--- src/rtl/bdq_pkg.sv ---
package bdq_pkg;

  localparam int WORD_W = 32;

  typedef enum logic [2:0] {
    KIND_PUSH_FRONT = 3'd0,
    KIND_PUSH_BACK  = 3'd1,
    KIND_POP_FRONT  = 3'd2,
    KIND_POP_BACK   = 3'd3,
    KIND_REM_FIRST  = 3'd4,
    KIND_REM_ALL    = 3'd5,
    KIND_EXISTS     = 3'd6,
    KIND_CLEAR      = 3'd7
  } kind_t;

  typedef enum logic [1:0] {
    ST_OK        = 2'd0,
    ST_EMPTY     = 2'd1,
    ST_NOT_FOUND = 2'd2,
    ST_FULL      = 2'd3
  } status_t;

  // controller -> datapath
  typedef struct packed {
    logic load_item;
    logic exec;
    logic scan_step;
    logic scan_end;
    logic rd_front;
    logic rd_back;
    logic load_out;
  } cmd_t;

  // datapath -> controller
  typedef struct packed {
    logic  search;
    logic  empty;
    logic  scan_done;
    logic  out_busy;
  } sts_t;

endpackage

--- src/rtl/bdq_ram.sv ---
module bdq_ram #(
  parameter int WIDTH = 32,
  parameter int DEPTH = 64
) (
  input  logic                     clk,
  input  logic                     we,
  input  logic [$clog2(DEPTH)-1:0] waddr,
  input  logic [WIDTH-1:0]         wdata,
  input  logic                     re,
  input  logic [$clog2(DEPTH)-1:0] raddr,
  output logic [WIDTH-1:0]         rdata
);

  logic [WIDTH-1:0] mem [DEPTH];

  always_ff @(posedge clk) begin
    if (we) begin
      mem[waddr] <= wdata;
    end
    if (re) begin
      rdata <= mem[raddr];
    end
  end

endmodule

--- src/rtl/bdq_ctrl.sv ---
module bdq_ctrl (
  input  logic          clk,
  input  logic          rst,
  input  logic          in_valid,
  output logic          in_stall,
  input  bdq_pkg::sts_t sts,
  output bdq_pkg::cmd_t cmd
);

  import bdq_pkg::*;

  typedef enum logic [2:0] {
    S_IDLE,
    S_EXEC,
    S_SCAN,
    S_RD_FRONT,
    S_RD_BACK,
    S_FIN
  } state_t;

  state_t state;

  assign in_stall = (state != S_IDLE);

  always_comb begin
    cmd           = '0;
    cmd.load_item = (state == S_IDLE) && in_valid;
    cmd.exec      = (state == S_EXEC);
    cmd.scan_step = (state == S_SCAN) && !sts.scan_done;
    cmd.scan_end  = (state == S_SCAN) && sts.scan_done;
    cmd.rd_front  = (state == S_RD_FRONT);
    cmd.rd_back   = (state == S_RD_BACK);
    cmd.load_out  = (state == S_FIN) && !sts.out_busy;
  end

  always_ff @(posedge clk) begin
    if (rst) begin
      state <= S_IDLE;
    end else begin
      case (state)
        S_IDLE: begin
          if (in_valid) state <= S_EXEC;
        end
        S_EXEC: begin
          state <= (sts.search && !sts.empty) ? S_SCAN : S_RD_FRONT;
        end
        S_SCAN: begin
          if (sts.scan_done) state <= S_RD_FRONT;
        end
        S_RD_FRONT: state <= S_RD_BACK;
        S_RD_BACK:  state <= S_FIN;
        S_FIN: begin
          if (!sts.out_busy) state <= S_IDLE;
        end
        default: state <= S_IDLE;
      endcase
    end
  end

  a_one_read: assert property (@(posedge clk) disable iff (rst)
    $onehot0({cmd.scan_step, cmd.rd_front, cmd.rd_back}))
    else $error("more than one read source selected");

  a_accept_only_idle: assert property (@(posedge clk) disable iff (rst)
    cmd.load_item |=> (state == S_EXEC))
    else $error("accepted transaction did not start execution");

  a_no_overwrite: assert property (@(posedge clk) disable iff (rst)
    (state == S_FIN) && sts.out_busy |=> (state == S_FIN))
    else $error("left finish while result still pending");

endmodule

--- src/rtl/bdq_dp.sv ---
module bdq_dp #(
  parameter int CAPACITY = 64,
  parameter int CW       = 7
) (
  input  logic                        clk,
  input  logic                        rst,
  input  bdq_pkg::cmd_t               cmd,
  output bdq_pkg::sts_t               sts,
  input  logic [2:0]                  kind,
  input  logic signed [31:0]          value,
  output logic                        out_valid,
  input  logic                        out_stall,
  output logic [1:0]                  status,
  output logic                        found,
  output logic signed [31:0]          front_value,
  output logic signed [31:0]          back_value,
  output logic [CW-1:0]               count
);

  import bdq_pkg::*;

  localparam int AW = $clog2(CAPACITY);
  localparam int SW = CW + 1;
  localparam logic [SW-1:0] CAP_S  = SW'(CAPACITY);
  localparam logic [CW-1:0] CAP_C  = CW'(CAPACITY);
  localparam logic [AW-1:0] LAST_A = AW'(CAPACITY - 1);

  function automatic logic [AW-1:0] slot_of(input logic [AW-1:0] h, input logic [CW-1:0] p);
    logic [SW-1:0] s;
    s = {{(SW-AW){1'b0}}, h} + {1'b0, p};
    if (s >= CAP_S) s = s - CAP_S;
    return s[AW-1:0];
  endfunction

  kind_t              op;
  logic signed [31:0] key;
  logic [AW-1:0]      head;
  logic [CW-1:0]      held;
  status_t            res;
  logic               hit;
  logic [CW-1:0]      rd_i;
  logic [CW-1:0]      wr_i;
  logic               pend;
  logic signed [31:0] front_q;

  logic               we, re;
  logic [AW-1:0]      waddr, raddr;
  logic [31:0]        wdata, rdata;

  logic               empty, full, search, match, skip;
  logic [AW-1:0]      head_dec, head_inc;
  logic [CW-1:0]      last_pos;

  assign empty    = (held == '0);
  assign full     = (held == CAP_C);
  assign search   = (op == KIND_REM_FIRST) || (op == KIND_REM_ALL) || (op == KIND_EXISTS);
  assign head_dec = (head == '0) ? LAST_A : head - 1'b1;
  assign head_inc = (head == LAST_A) ? '0 : head + 1'b1;
  assign last_pos = empty ? '0 : held - 1'b1;
  assign match    = ($signed(rdata) == key);
  // remove-first drops only the first hit, remove-all every hit
  assign skip     = match && ((op == KIND_REM_ALL) || ((op == KIND_REM_FIRST) && !hit));

  assign sts.search    = search;
  assign sts.empty     = empty;
  assign sts.scan_done = (rd_i == held) && !pend;
  assign sts.out_busy  = out_valid && out_stall;

  always_comb begin
    we    = 1'b0;
    waddr = slot_of(head, wr_i);
    wdata = rdata;
    if (cmd.exec && !full && (op == KIND_PUSH_FRONT)) begin
      we    = 1'b1;
      waddr = head_dec;
      wdata = key;
    end else if (cmd.exec && !full && (op == KIND_PUSH_BACK)) begin
      we    = 1'b1;
      waddr = slot_of(head, held);
      wdata = key;
    end else if (cmd.scan_step && pend && !skip) begin
      we = 1'b1;
    end
  end

  always_comb begin
    re    = 1'b0;
    raddr = slot_of(head, rd_i);
    if (cmd.scan_step && (rd_i != held)) begin
      re = 1'b1;
    end else if (cmd.rd_front) begin
      re    = 1'b1;
      raddr = head;
    end else if (cmd.rd_back) begin
      re    = 1'b1;
      raddr = slot_of(head, last_pos);
    end
  end

  bdq_ram #(
    .WIDTH (32),
    .DEPTH (CAPACITY)
  ) u_ram (
    .clk   (clk),
    .we    (we),
    .waddr (waddr),
    .wdata (wdata),
    .re    (re),
    .raddr (raddr),
    .rdata (rdata)
  );

  always_ff @(posedge clk) begin
    if (cmd.load_item) begin
      op  <= kind_t'(kind);
      key <= value;
    end
    if (cmd.rd_back) begin
      front_q <= $signed(rdata);
    end
    if (cmd.exec) begin
      hit  <= 1'b0;
      rd_i <= '0;
      wr_i <= '0;
      case (op)
        KIND_PUSH_FRONT, KIND_PUSH_BACK: begin
          res <= full ? ST_FULL : ST_OK;
        end
        KIND_POP_FRONT, KIND_POP_BACK, KIND_REM_FIRST, KIND_REM_ALL, KIND_EXISTS: begin
          res <= empty ? ST_EMPTY : ST_OK;
        end
        default: res <= ST_OK;
      endcase
    end
    if (cmd.scan_step) begin
      if (rd_i != held) rd_i <= rd_i + 1'b1;
      if (pend) begin
        if (match) hit <= 1'b1;
        if (!skip) wr_i <= wr_i + 1'b1;
      end
    end
    if (cmd.scan_end) begin
      res <= hit ? ST_OK : ST_NOT_FOUND;
    end
    if (cmd.load_out) begin
      status      <= res;
      found       <= hit && search;
      count       <= held;
      front_value <= empty ? '0 : front_q;
      back_value  <= empty ? '0 : $signed(rdata);
    end
  end

  always_ff @(posedge clk) begin
    if (rst) begin
      head      <= '0;
      held      <= '0;
      pend      <= 1'b0;
      out_valid <= 1'b0;
    end else begin
      if (cmd.exec) begin
        pend <= 1'b0;
        case (op)
          KIND_PUSH_FRONT: begin
            if (!full) begin
              head <= head_dec;
              held <= held + 1'b1;
            end
          end
          KIND_PUSH_BACK: begin
            if (!full) held <= held + 1'b1;
          end
          KIND_POP_FRONT: begin
            if (!empty) begin
              head <= head_inc;
              held <= held - 1'b1;
            end
          end
          KIND_POP_BACK: begin
            if (!empty) held <= held - 1'b1;
          end
          KIND_CLEAR: begin
            head <= '0;
            held <= '0;
          end
          default: ;
        endcase
      end
      if (cmd.scan_step) begin
        pend <= (rd_i != held);
      end
      if (cmd.scan_end) begin
        held <= wr_i;
      end
      if (cmd.load_out) begin
        out_valid <= 1'b1;
      end else if (!out_stall) begin
        out_valid <= 1'b0;
      end
    end
  end

  a_held_bound: assert property (@(posedge clk) disable iff (rst)
    (held <= CAP_C) && (head <= LAST_A))
    else $error("occupancy or head slot out of range");

  a_wr_behind_rd: assert property (@(posedge clk) disable iff (rst)
    cmd.scan_step && pend |-> (wr_i < rd_i))
    else $error("compaction write pointer caught up with read pointer");

  a_scan_shrinks: assert property (@(posedge clk) disable iff (rst)
    cmd.scan_end |=> (held <= $past(held)))
    else $error("scan grew the store");

endmodule

--- src/rtl/bounded_deque_with_value_removal.sv ---
// channel | valid     | stall     | payload
// --------+-----------+-----------+--------------------------------------------------
// in      | in_valid  | in_stall  | kind[2:0], value[31:0]
// out     | out_valid | out_stall | status[1:0], found, front_value, back_value, count
//
// Push, pop and clear go from accept through execute, front read, back read and
// finish; remove-first, remove-all and exists on a non-empty store add a scan
// between execute and the front read, walking the word RAM one entry per cycle
// through its single read port.
// A new transaction is taken while the previous result waits on out_stall.
// rst is synchronous; the RAM contents are not cleared, no clearing pass.
module bounded_deque_with_value_removal #(
  parameter int CAPACITY = 64
) (
  input  logic                                clk,
  input  logic                                rst,
  input  logic                                in_valid,
  output logic                                in_stall,
  input  logic [2:0]                          kind,
  input  logic signed [31:0]                  value,
  output logic                                out_valid,
  input  logic                                out_stall,
  output logic [1:0]                          status,
  output logic                                found,
  output logic signed [31:0]                  front_value,
  output logic signed [31:0]                  back_value,
  output logic [$clog2(CAPACITY+1)-1:0]       count
);

  import bdq_pkg::*;

  localparam int CW = $clog2(CAPACITY + 1);

  cmd_t cmd;
  sts_t sts;

  bdq_ctrl u_ctrl (
    .clk      (clk),
    .rst      (rst),
    .in_valid (in_valid),
    .in_stall (in_stall),
    .sts      (sts),
    .cmd      (cmd)
  );

  bdq_dp #(
    .CAPACITY (CAPACITY),
    .CW       (CW)
  ) u_dp (
    .clk         (clk),
    .rst         (rst),
    .cmd         (cmd),
    .sts         (sts),
    .kind        (kind),
    .value       (value),
    .out_valid   (out_valid),
    .out_stall   (out_stall),
    .status      (status),
    .found       (found),
    .front_value (front_value),
    .back_value  (back_value),
    .count       (count)
  );

endmodule

--- config.mk ---
export PLATFORM = sky130hd
export DESIGN_NAME = bounded_deque_with_value_removal
export DESIGN_NICKNAME = d
export VERILOG_FILES = /design/src/rtl/bdq_pkg.sv /design/src/rtl/bdq_ram.sv /design/src/rtl/bdq_ctrl.sv /design/src/rtl/bdq_dp.sv /design/src/rtl/bounded_deque_with_value_removal.sv
export SDC_FILE = /design/constraint.sdc
export NUM_CORES = 2
export LEC_CHECK = 0
export ABC_AREA = 1
export BUFFER_PORTS_ARGS = -buffer_cell sky130_fd_sc_hd__buf_2
export CAP_MARGIN = 10
export CORE_UTILIZATION = 30
export DETAILED_ROUTE_END_ITERATION = 12
export HOLD_SLACK_MARGIN = 0.03
export SYNTH_ARGS = -nofsm -noshare
export SYNTH_HDL_FRONTEND = slang
export SYNTH_SLANG_ARGS = --single-unit
--- constraint.sdc ---
create_clock -name clk -period 12 [get_ports clk]
set_clock_uncertainty 0.1 [all_clocks]
set_input_delay 2.4 -clock clk [delete_from_list [all_inputs] [get_ports clk]]
set_output_delay 2.4 -clock clk [all_outputs]
set_load 0.03 [all_outputs]
-- Word level (Yosys, flattened, before mapping)
Memories as Yosys holds them, arrays and structs flattened. A register that Yosys moved wholly into a read port is not among the register bits.
Index checks and enable logic that the tools add are counted.
W data, S select, Z words.
- $add $sub $neg: 14
- multiply operators: 0
- div/mod/pow operators: 0
- magnitude comparators: 4
- eq/ne operators: 25
- shift-type cells: 0
- multiplexer cells: 56
- bitwise operators: 0
- reduce and logical (&&, ||, !) cells: 41
- operators by type and width (kind ; number):
    $mux W7 ; 12
    $mux W6 ; 13
    $mux W32 ; 2
    $add A6 B7 Y8 ; 4
    $eq A32 B32 Y1 ; 1
    $ge A8 B7 Y1 const B ; 4
    $sub A6 B1 Y6 const B ; 5
    $add A7 B1 Y7 const B ; 3
    $pmux W7 S3 ; 1
    $eq A3 B3 Y1 const B ; 6
    $mux W1 ; 18
    $pmux W3 S6 ; 1
    $pmux W6 S3 ; 1
    $logic_and A1 B1 Y1 ; 16
    $eq A3 B2 Y1 const B ; 4
    $mux W3 ; 3
    $mux W2 ; 4
    $ne A2 B2 Y1 const B ; 4
    $reduce_and A4 Y1 ; 2
    $eq A7 B7 Y1 ; 1
    $eq A7 B7 Y1 const B ; 1
    $logic_not A1 Y1 ; 7
    $logic_not A7 Y1 ; 1
    $ne A7 B7 Y1 ; 1
    other kinds (16) ; 25
- register bits after elaboration: 176
- latch bits: 0
- RAM bits: 2048
- memory bits (read-only): 0
- logic and storage cells: 158
- memories kept: 1
- memory list (name ; words ; width ; read ports ; clocked after memory_dff ; wr ports ; line ; text):
    u_dp.u_ram.mem ; 64 ; 32 ; 1 ; 1 ; 1 ; bdq_ram.sv:14 ; logic [WIDTH-1:0] mem [DEPTH];

-- Logic depth before layout (Yosys ltp)
- word-level depth: 11
- depth in mapped cells: 24
- mapped depth without buffers: 21

-- By module
From an unflattened synthesis, not the netlist that was laid out.
- cell total of the unflattened synthesis: 7805
- area total of the unflattened synthesis: 92304.8 sq um
- by module, submodules not included (module ; times used ; cells each ; area each (sq um)):
    bdq_ram ; 1 ; 6769 ; 83058.4
    bdq_dp ; 1 ; 995 ; 9026.2
    bdq_ctrl ; 1 ; 41 ; 220.2

-- Least setup slack after synthesis
No wires, ideal clock.
- kind: input-to-reg
- from: input out_stall
- to: register u_dp.back_value[0] (enable)
- setup time: 0.531 ns
- data arrival time: 6.008 ns
- data required time: 11.369 ns
- setup slack: 5.362 ns
- cell stages on the path: 1
- buffers on the path: 0
- cell sequence: a21oi_1
- word-level cells in the longest chain between the ends: 3
- ends and longest elaborated chain (item ; line ; text):
    from (decl) ; bounded_deque_with_value_removal.sv:22 ; input logic out_stall,
    $logic_and A1 B1 Y1 ; bdq_dp.sv:67 ; assign sts.out_busy = out_valid && out_stall;
    $logic_not A1 Y1 ; bdq_ctrl.sv:33 ; cmd.load_out = (state == S_FIN) && !sts.out_busy;
    $logic_and A1 B1 Y1 ; bdq_ctrl.sv:33 ;
    to (signal assigned) ; bdq_dp.sv:150 ; back_value <= empty ? '0 : $signed(rdata);
    to (decl) ; bdq_dp.sv:16 ; output logic signed [31:0] back_value,
Every way passes these cells.
A chain may end at the register's enable or synchronous reset.

-- Worst setup path in the final report
- from: register u_dp.held[0]
- to: memory u_dp.u_ram.mem[55][19] (enable)
- word-level cells in the longest chain between the ends: 11
- ends and longest elaborated chain (item ; line ; text):
    from (decl) ; bdq_dp.sv:38 ; logic [CW-1:0] held;
    from (signal assigned) ; bdq_dp.sv:167 ; held <= held + 1'b1;
    from (signal assigned) ; bdq_dp.sv:171 ; if (!full) held <= held + 1'b1;
    from (signal assigned) ; bdq_dp.sv:176 ; held <= held - 1'b1;
    parallel branches: the longest is 11 deep, another holds $add A6 B7 Y8 ; -- ;
    to (decl) ; bdq_ram.sv:14 ;
Parallel ways; which one is timed is not known.

==> impl_metrics.tcl <==
set metrics [dict create \
    ys_ff_latch 2256 \
    cap_violations 0 \
    startpoint_type "register" \
    startpoint "u_dp.held[0]$_SDFFE_PP0P_" \
    die_w_um 585 \
    crit_fanout 39 \
    synth_area_um2 102000 \
    io_pins 115 \
    rsz0062_at_grt "no" \
    dr_total_vias 71800 \
    ant_nets 0 \
    drcViolationCount 0 \
    cts_hold_buf 0 \
    period_needed_ns 7.69 \
    worstMarginPinSlew_ns 1.35 \
    period_share_pct 64.1 \
    post_cts.repair.setup_buffers 0 \
    p_per_area_nw_per_um2 256 \
    portBuffers 114 \
    cts_buffers 221 \
    grt_pass1_wl_mm 431 \
    dpl.hpwl_mm 156 \
    reg2reg_to "u_dp.u_ram.mem[55][19]$_DFFE_PP_" \
    hold_path.class "reg -> reg" \
    wirelength_mm 291 \
    syn_area_per_cell_um2 10.4 \
    clk_path_buf_depth 4 \
    antenna_found_initial 15 \
    cts_root_buf "clkbuf_16" \
    die_y_um 585 \
    slew_headroom_pct 9.73 \
    r2r-start "u_dp.held[0]$_SDFFE_PP0P_" \
    firstDrtPassIters 6 \
    viasPerCell 5.01 \
    place.gp.congestion 0.870 \
    drive_above_1_share_pct 7.06 \
    cp.required_ns 12.38 \
    finalHoldViolCount 0 \
    arrival_ns 8.06 \
    grt-ovfl-total 0 \
    final_cells 14300 \
    grt_max_degree 184 \
    finalNetCount 9720 \
    end_kind "register" \
    clk_latency_ns 0.88 \
    rrSetupSlack_ns 4.31 \
    place.detailed.instances 13900 \
    ff2ff_path_depth 19 \
    start_util_pct 30.2 \
    htreeDepth 4 \
    crit_path_max_incr_delay_ns 1.34 \
    tritoncts "yes" \
    setup_viol 0 \
    crit_end "u_dp.u_ram.mem[55][19]$_DFFE_PP_" \
    hold_depth 0 \
    postSynthCellCount 9831 \
    core_area_um2 338000 \
    grtUsageTotal_pct 16.5 \
    p_leak_nw 46.3 \
    path_cells "inv_1 > ha_1 > nand2_1 > nor2_2 > nand4_1 > nand2_2 > buf_4 > inv_2 > nand2_1 > o21ai_0 > ha_1 > inv_1 > fa_1 > xor2_1 > o21ai_0 > inv_1 > nor2_1 > nand3_1 > nor2_4" \
    clk_pin_slew_worst_paths_ns 0.07 \
    finalSetupTns_ns 0 \
    wl_per_cell_um 20.3 \
    crit_type "reg -> reg" \
    cpMostUsedCell "inv_1" \
    yosysSeqAreaShare_pct 66.1 \
    syn2layout_area_growth_pct 12.2 \
    drtIter0Drc 9772 \
    cts.sinks 2256 \
    rows 213 \
    synth_nets 9895 \
    finalMaxSlewViolations 0 \
    max_freq_ghz 0.130 \
    worst_path_max_delay_cell "nor2_4" \
    die_area_um2 343000 \
    vdd_ir_drop_max_mv 0.309 \
    ctsResizeCount 0 \
    grt_pass1_vias 66100 \
    synth_warnings 0 \
    synth.distinct_cells 44 \
    status "finished, final reports clean" \
]
## cell type report
cell class / count / area (um^2)
Timing Repair Buffer: 279 / 2080
Fill cell: 33500 / 223000
Tap cell: 4515 / 5650
Clock inverter: 101 / 905
Inverter: 2166 / 8140
Multi-Input combinational cell: 4732 / 24500
Antenna cell: 3 / 7.51
Clock buffer: 283 / 5830
Sequential cell: 2256 / 67400
## worst min path at each step
stage	startpoint	slack, ns	end
after floorplan	u_dp.res[0]$_SDFFCE_PP0P_	0.30	u_dp.status[0]$_DFFE_PP_
after global placement	u_dp.res[1]$_DFFE_PP_	0.31	u_dp.status[1]$_DFFE_PP_
after detailed placement	u_dp.res[1]$_DFFE_PP_	0.31	u_dp.status[1]$_DFFE_PP_
after CTS	u_dp.res[1]$_DFFE_PP_	0.33	u_dp.status[1]$_DFFE_PP_
after global routing	u_dp.res[1]$_DFFE_PP_	0.35	u_dp.status[1]$_DFFE_PP_
final	u_dp.res[1]$_DFFE_PP_	0.33	u_dp.status[1]$_DFFE_PP_
## critical path: cells and delay by family, from the launching register on
family / cells / cell delay, ns
AND/OR/NAND/NOR: 8 / 3.32
buffers and inverters: 5 / 1.40
adder cells (fa/ha/maj): 3 / 0.92
AO/OA/AOI/OAI: 2 / 0.85
flip-flops: 1 / 0.44
XOR/XNOR: 1 / 0.18
## registers in the layout (all words and copies together) (netlist names), 2 cells and up
register / flops
u_dp.wr_i: 7
u_dp.back_value: 32
u_dp.status: 2
u_dp.held: 7
u_dp.u_ram.mem: 2048
u_dp.key: 32
u_dp.res: 2
u_dp.head: 6
u_dp.op: 3
u_ctrl.state: 3
u_dp.rd_i: 7
u_dp.count: 7
u_dp.u_ram.rdata: 32
u_dp.front_value: 32
u_dp.front_q: 32
## power by group
part           switching [mW]  internal [mW]  total [mW]
Sequential              0.250           10.2        10.5
Combinational            9.29           2.79        12.1
Clock                    2.98           3.73        6.71
## logic make-up after synthesis
kind of cell | Yosys count | share of synthesized area (%)
AOI/OAI and AO/OA | 199 | 1.04
xor gates and xnor gates | 35 | 0.300
muxes | 2 | 0.0196
adders and majority gates | 25 | 0.329
and+or+nand+nor | 4471 | 21.4
buffers and inverters | 2843 | 10.9
DFF | 2256 | 66.1
## layer usage
metal	share of wire [%]	track usage, %	vias up	wire [um]
met4	2.1	4.01	4	6220
met5	0.0082	0	-	24
met1	43	24.0	34900	126000
met3	10	3.31	412	30000
li1	-	-	33100	-
met2	44	25.1	3331	129000
## stage by stage
stage                     setup WS, ns  total power, mW  instance area (um^2)  util (%)  hold WS [ns]
after global placement            4.52             22.4                108000      31.9         0.306
after CTS                         4.52             29.1                114000      33.9         0.327
after detailed placement          4.56             22.5                108000      31.9         0.310
after global routing              3.99             30.6                115000      33.9         0.348
after floorplan                   5.36             18.0                102000         -         0.300
final                             4.31             29.3                115000      33.9         0.330
## placed cells by master (no fill, tap or decap), types with 5 or more instances in the layout
cell type and n:
clkinvlp_4 5, nand2_1 1295, xor2_1 25, o21ai_0 108
nor2_4 70, edfxtp_1 2223, a21oi_1 25, clkbuf_16 223
buf_4 143, o21ai_4 33, o21ai_1 7, clkinv_1 48
bufinv_16 15, nand3_1 1964, buf_2 114, nand4_1 982
nor2_1 122, ha_1 22, a211oi_1 5, o22ai_1 11
clkbuf_1 58, dfxtp_1 33, inv_1 2152, clkinv_2 27
buf_12 22, xnor2_1 10, inv_2 10, nor3_1 17
## cell usage after synthesis, drive strengths merged
master	instances	area share (%)
edfxtp	2223	65
inv	2165	8.0
nand3	1969	9.7
nand2	1300	4.8
nand4	982	6.0
buf	377	1.8
clkbuf	300	1.1
nor2	196	0.76
o21ai	148	0.74
dfxtp	33	0.65
a21oi	26	0.13
xor2	25	0.21
ha	22	0.27
nor3	17	0.083
o22ai	11	0.067
xnor2	10	0.086
a211oi	5	0.037
or2	4	0.025
fa	3	0.059
o211ai	3	0.027
a31oi	2	0.012
mux2i	2	0.020
nand3b	2	0.015
a21o	1	0.0074
a2bb2oi	1	0.0086
a41oi	1	0.0086
clkinv	1	0.0037
nor3b	1	0.0074
o311ai	1	0.0086
Note: power is estimated with default switching activity, not from simulation.
